### src/rtl/core/alu_pkg.sv
package alu_pkg;

    localparam logic [4:0] MODE_ADD   = 5'd0;
    localparam logic [4:0] MODE_ADDC  = 5'd1;
    localparam logic [4:0] MODE_SUB   = 5'd2;
    localparam logic [4:0] MODE_SUBC  = 5'd3;
    localparam logic [4:0] MODE_DADD  = 5'd4;
    localparam logic [4:0] MODE_CMP   = 5'd5;
    localparam logic [4:0] MODE_XOR   = 5'd6;
    localparam logic [4:0] MODE_AND   = 5'd7;
    localparam logic [4:0] MODE_BIT   = 5'd8;
    localparam logic [4:0] MODE_BIC   = 5'd9;
    localparam logic [4:0] MODE_BIS   = 5'd10;
    localparam logic [4:0] MODE_MOV   = 5'd11;
    localparam logic [4:0] MODE_SRA   = 5'd12;
    localparam logic [4:0] MODE_RRC   = 5'd13;
    localparam logic [4:0] MODE_SWPB  = 5'd14;
    localparam logic [4:0] MODE_SXT   = 5'd15;
    localparam logic [4:0] MODE_MOVL  = 5'd16;
    localparam logic [4:0] MODE_MOVLZ = 5'd17;
    localparam logic [4:0] MODE_MOVLS = 5'd18;
    localparam logic [4:0] MODE_MOVH  = 5'd19;

    // Indexed by {operand msb, destination msb, sum msb}.
    localparam logic [7:0] CARRY_TAB = 8'b1101_0100;
    localparam logic [7:0] OVF_TAB   = 8'b0100_0010;

    localparam logic [4:0] DEC_BASE = 5'd10;

    typedef struct packed {
        logic [4:0]  mode;
        logic        byte_mode;
        logic [15:0] src_value;
        logic [15:0] dst_value;
        logic        carry_in;
        logic        zero_in;
        logic        negative_in;
        logic        overflow_in;
    } t_alu_req;

    typedef struct packed {
        logic [15:0] result;
        logic        write_back;
        logic        carry_out;
        logic        zero_out;
        logic        negative_out;
        logic        overflow_out;
    } t_alu_rsp;

endpackage

### src/rtl/core/cpu_alu_with_status_flags.sv
// Sixteen-bit ALU with C, Z, N and V status flags and a decimal add.
// The input channel (i_valid, o_ready) carries one item: the mode, the width,
// the source and destination values and the current flags. The output
// channel (o_valid, i_ready) returns one item per input item: the new
// destination value, the write-back flag and the updated flags.
// An accepted item is held in an input register; the operation is computed
// in one pass of combinational logic and lands in a result register, which
// drives the outputs, at a clock edge on which that register is free.
// One item can be accepted in every cycle while the receiver takes results,
// so the block then sustains one item per cycle.
// When the receiver stalls, the result register holds its item, the input
// register fills behind it, and o_ready drops only once both are occupied;
// no item is lost or repeated.
// The synchronous active-low reset empties both registers; the block keeps
// no other state.
module cpu_alu_with_status_flags
    import alu_pkg::*;
(
    input  logic        i_clk,
    input  logic        i_rst_n,
    input  logic        i_valid,
    output logic        o_ready,
    input  logic [4:0]  i_mode,
    input  logic        i_byte_mode,
    input  logic [15:0] i_src_value,
    input  logic [15:0] i_dst_value,
    input  logic        i_carry_in,
    input  logic        i_zero_in,
    input  logic        i_negative_in,
    input  logic        i_overflow_in,
    output logic        o_valid,
    input  logic        i_ready,
    output logic [15:0] o_result,
    output logic        o_write_back,
    output logic        o_carry_out,
    output logic        o_zero_out,
    output logic        o_negative_out,
    output logic        o_overflow_out
);

    t_alu_req r_in;
    logic     r_in_valid;
    t_alu_rsp r_out;
    logic     r_out_valid;
    t_alu_rsp n_out;
    logic     out_free;
    logic     in_free;

    assign out_free = !r_out_valid || i_ready;
    assign in_free  = !r_in_valid || out_free;
    assign o_ready  = in_free;

    always_comb begin
        logic [15:0] mask;
        logic [15:0] top;
        logic [15:0] hi;
        logic [15:0] d;
        logic [15:0] s;
        logic [15:0] op;
        logic [15:0] r;
        logic [15:0] w;
        logic [15:0] acc;
        logic [4:0]  t;
        logic [4:0]  cy;
        logic [2:0]  idx;
        logic        ci;
        logic        is_sub;

        mask   = r_in.byte_mode ? 16'h00FF : 16'hFFFF;
        top    = r_in.byte_mode ? 16'h0080 : 16'h8000;
        hi     = r_in.dst_value & ~mask;
        d      = r_in.dst_value & mask;
        s      = r_in.src_value & mask;
        is_sub = (r_in.mode == MODE_SUB) || (r_in.mode == MODE_SUBC)
              || (r_in.mode == MODE_CMP);
        op     = is_sub ? (~r_in.src_value & mask) : s;
        if (r_in.mode == MODE_ADD) begin
            ci = 1'b0;
        end else if (r_in.mode == MODE_ADDC || r_in.mode == MODE_SUBC) begin
            ci = r_in.carry_in;
        end else begin
            ci = 1'b1;
        end
        r   = (d + op + {15'd0, ci}) & mask;
        idx = {|(op & top), |(d & top), |(r & top)};

        cy[0] = r_in.carry_in;
        acc   = 16'd0;
        for (int i = 0; i < 4; i++) begin
            t = {1'b0, r_in.src_value[4*i +: 4]} + {1'b0, r_in.dst_value[4*i +: 4]}
              + {4'd0, cy[i]};
            if (t >= DEC_BASE) begin
                t = t - DEC_BASE;
                cy[i+1] = 1'b1;
            end else begin
                cy[i+1] = 1'b0;
            end
            acc[4*i +: 4] = t[3:0];
        end

        w = 16'd0;
        n_out.result       = r_in.dst_value;
        n_out.write_back   = 1'b1;
        n_out.carry_out    = r_in.carry_in;
        n_out.zero_out     = r_in.zero_in;
        n_out.negative_out = r_in.negative_in;
        n_out.overflow_out = r_in.overflow_in;

        unique case (r_in.mode)
            MODE_ADD, MODE_ADDC, MODE_SUB, MODE_SUBC, MODE_CMP: begin
                n_out.carry_out    = CARRY_TAB[idx];
                n_out.overflow_out = OVF_TAB[idx];
                w = r;
                if (r_in.mode == MODE_CMP) begin
                    n_out.write_back = 1'b0;
                end else begin
                    n_out.result = hi | r;
                end
            end
            MODE_DADD: begin
                n_out.result    = r_in.byte_mode ? {r_in.dst_value[15:8], acc[7:0]} : acc;
                n_out.carry_out = r_in.byte_mode ? cy[2] : cy[4];
            end
            MODE_XOR: begin
                w = d ^ s;
                n_out.result = hi | w;
            end
            MODE_AND: begin
                w = d & s;
                n_out.result = hi | w;
            end
            MODE_BIT: begin
                w = d & s;
                n_out.write_back = 1'b0;
            end
            MODE_BIC: begin
                w = d & ~s & mask;
                n_out.result = hi | w;
            end
            MODE_BIS: begin
                w = d | s;
                n_out.result = hi | w;
            end
            MODE_MOV: begin
                n_out.result = hi | s;
            end
            MODE_SRA, MODE_RRC: begin
                if (r_in.mode == MODE_SRA) begin
                    w = (d >> 1) | (d & top);
                end else begin
                    w = (d >> 1) | (r_in.carry_in ? top : 16'd0);
                end
                n_out.carry_out = d[0];
                n_out.result    = hi | w;
            end
            MODE_SWPB: begin
                w = {r_in.dst_value[7:0], r_in.dst_value[15:8]};
                n_out.result = w;
            end
            MODE_SXT: begin
                w = {{8{r_in.dst_value[7]}}, r_in.dst_value[7:0]};
                n_out.result = w;
            end
            MODE_MOVL: begin
                n_out.result = {r_in.dst_value[15:8], r_in.src_value[7:0]};
            end
            MODE_MOVLZ: begin
                n_out.result = {8'h00, r_in.src_value[7:0]};
            end
            MODE_MOVLS: begin
                n_out.result = {8'hFF, r_in.src_value[7:0]};
            end
            MODE_MOVH: begin
                n_out.result = {r_in.src_value[7:0], r_in.dst_value[7:0]};
            end
            default: begin
                n_out.write_back = 1'b0;
            end
        endcase

        if ((r_in.mode == MODE_ADD) || (r_in.mode == MODE_ADDC) || (r_in.mode == MODE_SUB)
                || (r_in.mode == MODE_SUBC) || (r_in.mode == MODE_CMP)
                || (r_in.mode == MODE_XOR) || (r_in.mode == MODE_AND)
                || (r_in.mode == MODE_BIT) || (r_in.mode == MODE_BIC)
                || (r_in.mode == MODE_BIS) || (r_in.mode == MODE_SRA)
                || (r_in.mode == MODE_RRC) || (r_in.mode == MODE_SWPB)
                || (r_in.mode == MODE_SXT)) begin
            n_out.negative_out = |(w & top);
            n_out.zero_out     = ((w & mask) == 16'd0);
        end
    end

    always_ff @(posedge i_clk) begin
        if (!i_rst_n) begin
            r_in_valid  <= 1'b0;
            r_out_valid <= 1'b0;
        end else begin
            if (in_free) begin
                r_in_valid <= i_valid;
            end
            if (out_free) begin
                r_out_valid <= r_in_valid;
            end
        end
        if (in_free && i_valid) begin
            r_in.mode        <= i_mode;
            r_in.byte_mode   <= i_byte_mode;
            r_in.src_value   <= i_src_value;
            r_in.dst_value   <= i_dst_value;
            r_in.carry_in    <= i_carry_in;
            r_in.zero_in     <= i_zero_in;
            r_in.negative_in <= i_negative_in;
            r_in.overflow_in <= i_overflow_in;
        end
        if (out_free && r_in_valid) begin
            r_out <= n_out;
        end
    end

    assign o_valid        = r_out_valid;
    assign o_result       = r_out.result;
    assign o_write_back   = r_out.write_back;
    assign o_carry_out    = r_out.carry_out;
    assign o_zero_out     = r_out.zero_out;
    assign o_negative_out = r_out.negative_out;
    assign o_overflow_out = r_out.overflow_out;

endmodule

### config.mk
export PLATFORM = sky130hd
export DESIGN_NAME = cpu_alu_with_status_flags
export DESIGN_NICKNAME = d
export VERILOG_FILES = /design/src/rtl/core/alu_pkg.sv /design/src/rtl/core/cpu_alu_with_status_flags.sv
export SDC_FILE = /design/constraint.sdc
export NUM_CORES = 1
export LEC_CHECK = 0
export BUFFER_PORTS_ARGS = -buffer_cell sky130_fd_sc_hd__buf_4
export CELL_PAD_IN_SITES_DETAIL_PLACEMENT = 0
export CELL_PAD_IN_SITES_GLOBAL_PLACEMENT = 2
export CORE_MARGIN = 8
export CORE_UTILIZATION = 38
export CTS_CLUSTER_SIZE = 40
export DETAILED_ROUTE_END_ITERATION = 12
export PLACE_DENSITY_LB_ADDON = 0.1
export SLEW_MARGIN = 20
export SYNTH_ARGS = -nofsm -noshare
export SYNTH_HDL_FRONTEND = slang
export SYNTH_SLANG_ARGS = --single-unit
### constraint.sdc
create_clock -name i_clk -period 10.31 [get_ports i_clk]
set_input_delay 1.031 -clock i_clk [delete_from_list [all_inputs] [get_ports i_clk]]
set_output_delay 1.031 -clock i_clk [all_outputs]
set_load 0.01 [all_outputs]
==> reports/results.tsv <==
stage	metric	value	unit
clock_tree	H-tree Lvls	3	
floorplanning	Die Footprint	0.0218	sq mm
cells_and_area	Net count, final	919	
grt	total gr overflow	0	
pwr	P_sw	0.350	mW
floorplanning	Initial Util	0.384	
clock_tree	CTS clk-pin slew, worst paths	0.07	ns
route	DR pass1 iterations	5	
route	antenna-violating nets left	0	
pwr	clock share of power	0.314	
floorplanning	core region area	0.0171	sq mm
clock_tree	TritonCTS buffer count	9	
yosys	Syn Nets	858	
clock_tree	TritonCTS clock tree	yes	
route	Vias per Instance	6.02	
run_status	status	finished clean	
timing	Tmin final	8.18	ns
yosys	Seq/Total Area, Yosys	0.294	
timing	worst slew pin tran	1.15	ns
route	1st-iter DRT viols	675	
pwr	VDD IR max	0.0765	mV
min_path	hold worst-path end	o_valid	
critical_path	Worst Setup Start Kind	flop	
job	MaxCap Viol Count	0	
grt	vias in the first global route	6155	
critical_path	Worst EP arrival	8.26	ns
place	Port Buffers	68	
cells_and_area	post-route cell area	0.00763	sq mm
timing	Max Freq	0.122	GHz
cells_and_area	Reg area	0.00193	sq mm
clock_tree	CTS Sinks	65	
critical_path	CP Class	flop to flop	
pwr	Comb pwr share	0.336	
timing	Hold Vio Cnt, Final	0	
place	dpl cells	1005	
min_path	worst hold path type	flop to flop	
cells_and_area	# fillers	1703	
yosys	Post-synth EDFFs	63	
floorplanning	die width	148	um
timing	Slew HR	0.228	
timing	setup TNS	0	ns
clock_tree	Root Buffer	clkbuf_16	
yosys	Synth Instances	730	
clock_tree	post_cts resized	0	
place	GPL Wtd Cong	0.947	
cells_and_area	n_diodes	0	
timing	period utilization	0.793	
route	Via Count	6149	
critical_path	CP required	10.39	ns
yosys	yosys warns	0	
yosys	Synth async-reset ratio	0	
critical_path	r2r setup slk	2.13	ns
pwr	PwrDens	126	mW/mm^2
critical_path	largest fanout on the critical path	7	
pwr	sequential share of power	0.350	
timing	endpoints failing setup	0	
clock_tree	clk buf depth	2	
place	Final HPWL DP	19.7	mm
timing	Clock Skew	0.0106	ns
clock_tree	# hold bufs at CTS	0	
floorplanning	die height	148	um
yosys	Primary FF master, synth	edfxtp_1	
yosys	Netlist cell types	79	
yosys	post-synthesis register bit count	65	
pwr	Pint	0.612	mW
floorplanning	IO Pins	69	
cells_and_area	layout cells sized above 1	0.146	
critical_path	Crit. End Element	flop	
place	DP Area	0.00734	sq mm
critical_path	RR Endpoint	o_result[13]	
route	DRC	0	
cells_and_area	Synth-to-Final Area Change	16.0	%
route	routed len/inst	25.0	um
critical_path	R2R Path Start	r_in[4]	
pwr	switching share of total power	0.364	
grt	pin count of the biggest net entering global routing	43	
timing	max-slew violation count	0	
floorplanning	row cnt	48	
yosys	average instance area after synthesis	9.01	sq um
min_path	Hold Startpoint	r_in_valid	
timing	Min Hold Slack	0.523	ns
timing	RSZ-0062 raised after global routing	no	
clock_tree	Clock Latency Late Sink	0.35	ns
clock_tree	Post-CTS Setup Bufs	0	
pwr	Pleak	3.20	nW
cells_and_area	area of the multi-input gates	0.00433	sq mm
pwr	total power	0.962	mW
min_path	Cells on Worst Hold Path	1	
grt	first-pass GRT wire length	38.7	mm
route	final WL	25.5	mm
cells_and_area	Layout Cells excl Fill	1021	
critical_path	Worst Reg-to-Reg Cells	27	
grt	Total GRT Usage	0.236	
yosys	Synth Cell Area	0.00658	sq mm
grt	initial antenna violation count	0	
[cell families (layout without fill, tap and decap cells)]
logic type      count (synthesis)  count (layout)  share of synthesized area
mux                             6               6                    0.00932
simple gates                  237             237                      0.187
compound gates                216             216                      0.236
buf+inv                        83             149                     0.0516
fa+ha+maj                      82              82                      0.167
xor+xnor                       41              41                     0.0546
flops                          65              65                      0.294
[layout make-up]
cell class | instances | area share
Sequential cell | 65 | 0.253
Clock inverter | 7 | 0.00771
Timing Repair Buffer | 81 | 0.0797
Clock buffer | 9 | 0.0295
Inverter | 52 | 0.0256
Tap cell | 225 | 0.0369
Multi-Input combinational cell | 582 | 0.567
[power by group through the flow]
stage	Sequential, mW	Clock (mW)	Combinational [mW]
6_report	0.336	0.302	0.324
5_1_grt	0.338	0.318	0.355
4_1_cts	0.336	0.310	0.321
3_5_place_dp	0.341	0	0.319
3_3_place_gp	0.341	0	0.316
2_1_floorplan	0.332	0	0.217
[worst max-delay path by stage]
stage	startpoint	to	depth (start not counted)
2_1_floorplan	r_in[4]	o_result[13]	28
3_3_place_gp	r_in[4]	o_result[13]	27
3_5_place_dp	r_in[4]	o_result[13]	27
4_1_cts	r_in[4]	o_result[13]	27
5_1_grt	r_in[4]	o_result[13]	28
6_report	r_in[4]	o_result[13]	27
[synthesized netlist by cell type (all sizes together) (4+ instances only)]
library cell | count | area, sq um
xnor2 | 28 | 245
edfxtp | 63 | 1890
inv | 52 | 195
xor2 | 13 | 114
a22oi | 11 | 82.6
a2111oi | 5 | 68.8
nor3 | 20 | 105
ha | 72 | 901
a21oi | 48 | 255
nor2 | 34 | 128
a21o | 10 | 75.1
o21a | 8 | 60.1
nand4 | 4 | 25.0
nor4 | 5 | 31.3
a221oi | 14 | 123
buf | 11 | 68.8
nor4b | 4 | 41.3
and2 | 4 | 25.0
nor2b | 15 | 93.8
or3 | 11 | 68.8
o211ai | 5 | 37.5
nand3 | 17 | 85.1
a221o | 9 | 90.1
fa | 10 | 200
clkbuf | 20 | 75.1
o2111ai | 4 | 35.0
nand2 | 81 | 304
nand2b | 10 | 62.6
a211oi | 13 | 103
a222oi | 7 | 70.1
mux2i | 5 | 50.1
or2 | 4 | 25.0
a31oi | 6 | 37.5
nand3b | 9 | 71.3
o21ai | 39 | 195
o22ai | 4 | 25.0
[placed cells by master (no fill, tap or decap), drive strengths merged, types with 14 or more instances in the layout]
| cell | instances |
|---|---|
| a21oi | 48 |
| nor3 | 20 |
| buf | 81 |
| nor2b | 15 |
| nand3 | 17 |
| inv | 57 |
| o21ai | 39 |
| ha | 72 |
| edfxtp | 63 |
| xnor2 | 28 |
| nor2 | 34 |
| nand2 | 81 |
| a221oi | 14 |
[state kept, by name, indices dropped and copies added (netlist names)]
| signal | count |
|---|---|
| o_valid | 1 |
| o_carry_out | 1 |
| o_negative_out | 1 |
| r_in_valid | 1 |
| o_zero_out | 1 |
| o_write_back | 1 |
| o_result | 16 |
| o_overflow_out | 1 |
| r_in | 42 |
[metal layers]
metal  wire, um  GRT usage  share of wire
met1      11500      0.323           0.45
met2      11600      0.367           0.45
met3       1700     0.0434          0.067
met4        687     0.0831          0.027
met5          0          0              0
[worst max-delay path, stage by stage, from the launching register on]
cell       delay, ns
edfxtp_1        0.51
fa_1            0.47
inv_1           0.09
fa_1            0.47
ha_1            0.24
nand2_1         0.06
a21boi_0        0.21
fa_1            0.48
fa_1            0.42
xor2_1          0.27
ha_1            0.22
nand2_1         0.05
a21oi_1         0.54
fa_1            0.38
fa_1            0.49
ha_1            0.26
nand2_1         0.07
a31oi_1         0.16
fa_1            0.46
fa_1            0.41
xor2_1          0.25
ha_1            0.23
nand2_1         0.06
a31oi_1         0.35
xor2_1          0.12
a221oi_1        0.39
a21oi_1         0.11
a2bb2oi_1       0.14
[per-stage QoR]
| step | worst slack (ns) | utilization |
|---|---|---|
| after floorplan | 3.15 | - |
| after global placement | 2.49 | 0.429 |
| after detailed placement | 2.16 | 0.429 |
| after CTS | 2.17 | 0.446 |
| after global routing | 1.59 | 0.446 |
| final | 2.13 | 0.446 |
No activity file was read; power rests on OpenSTA's default activity.
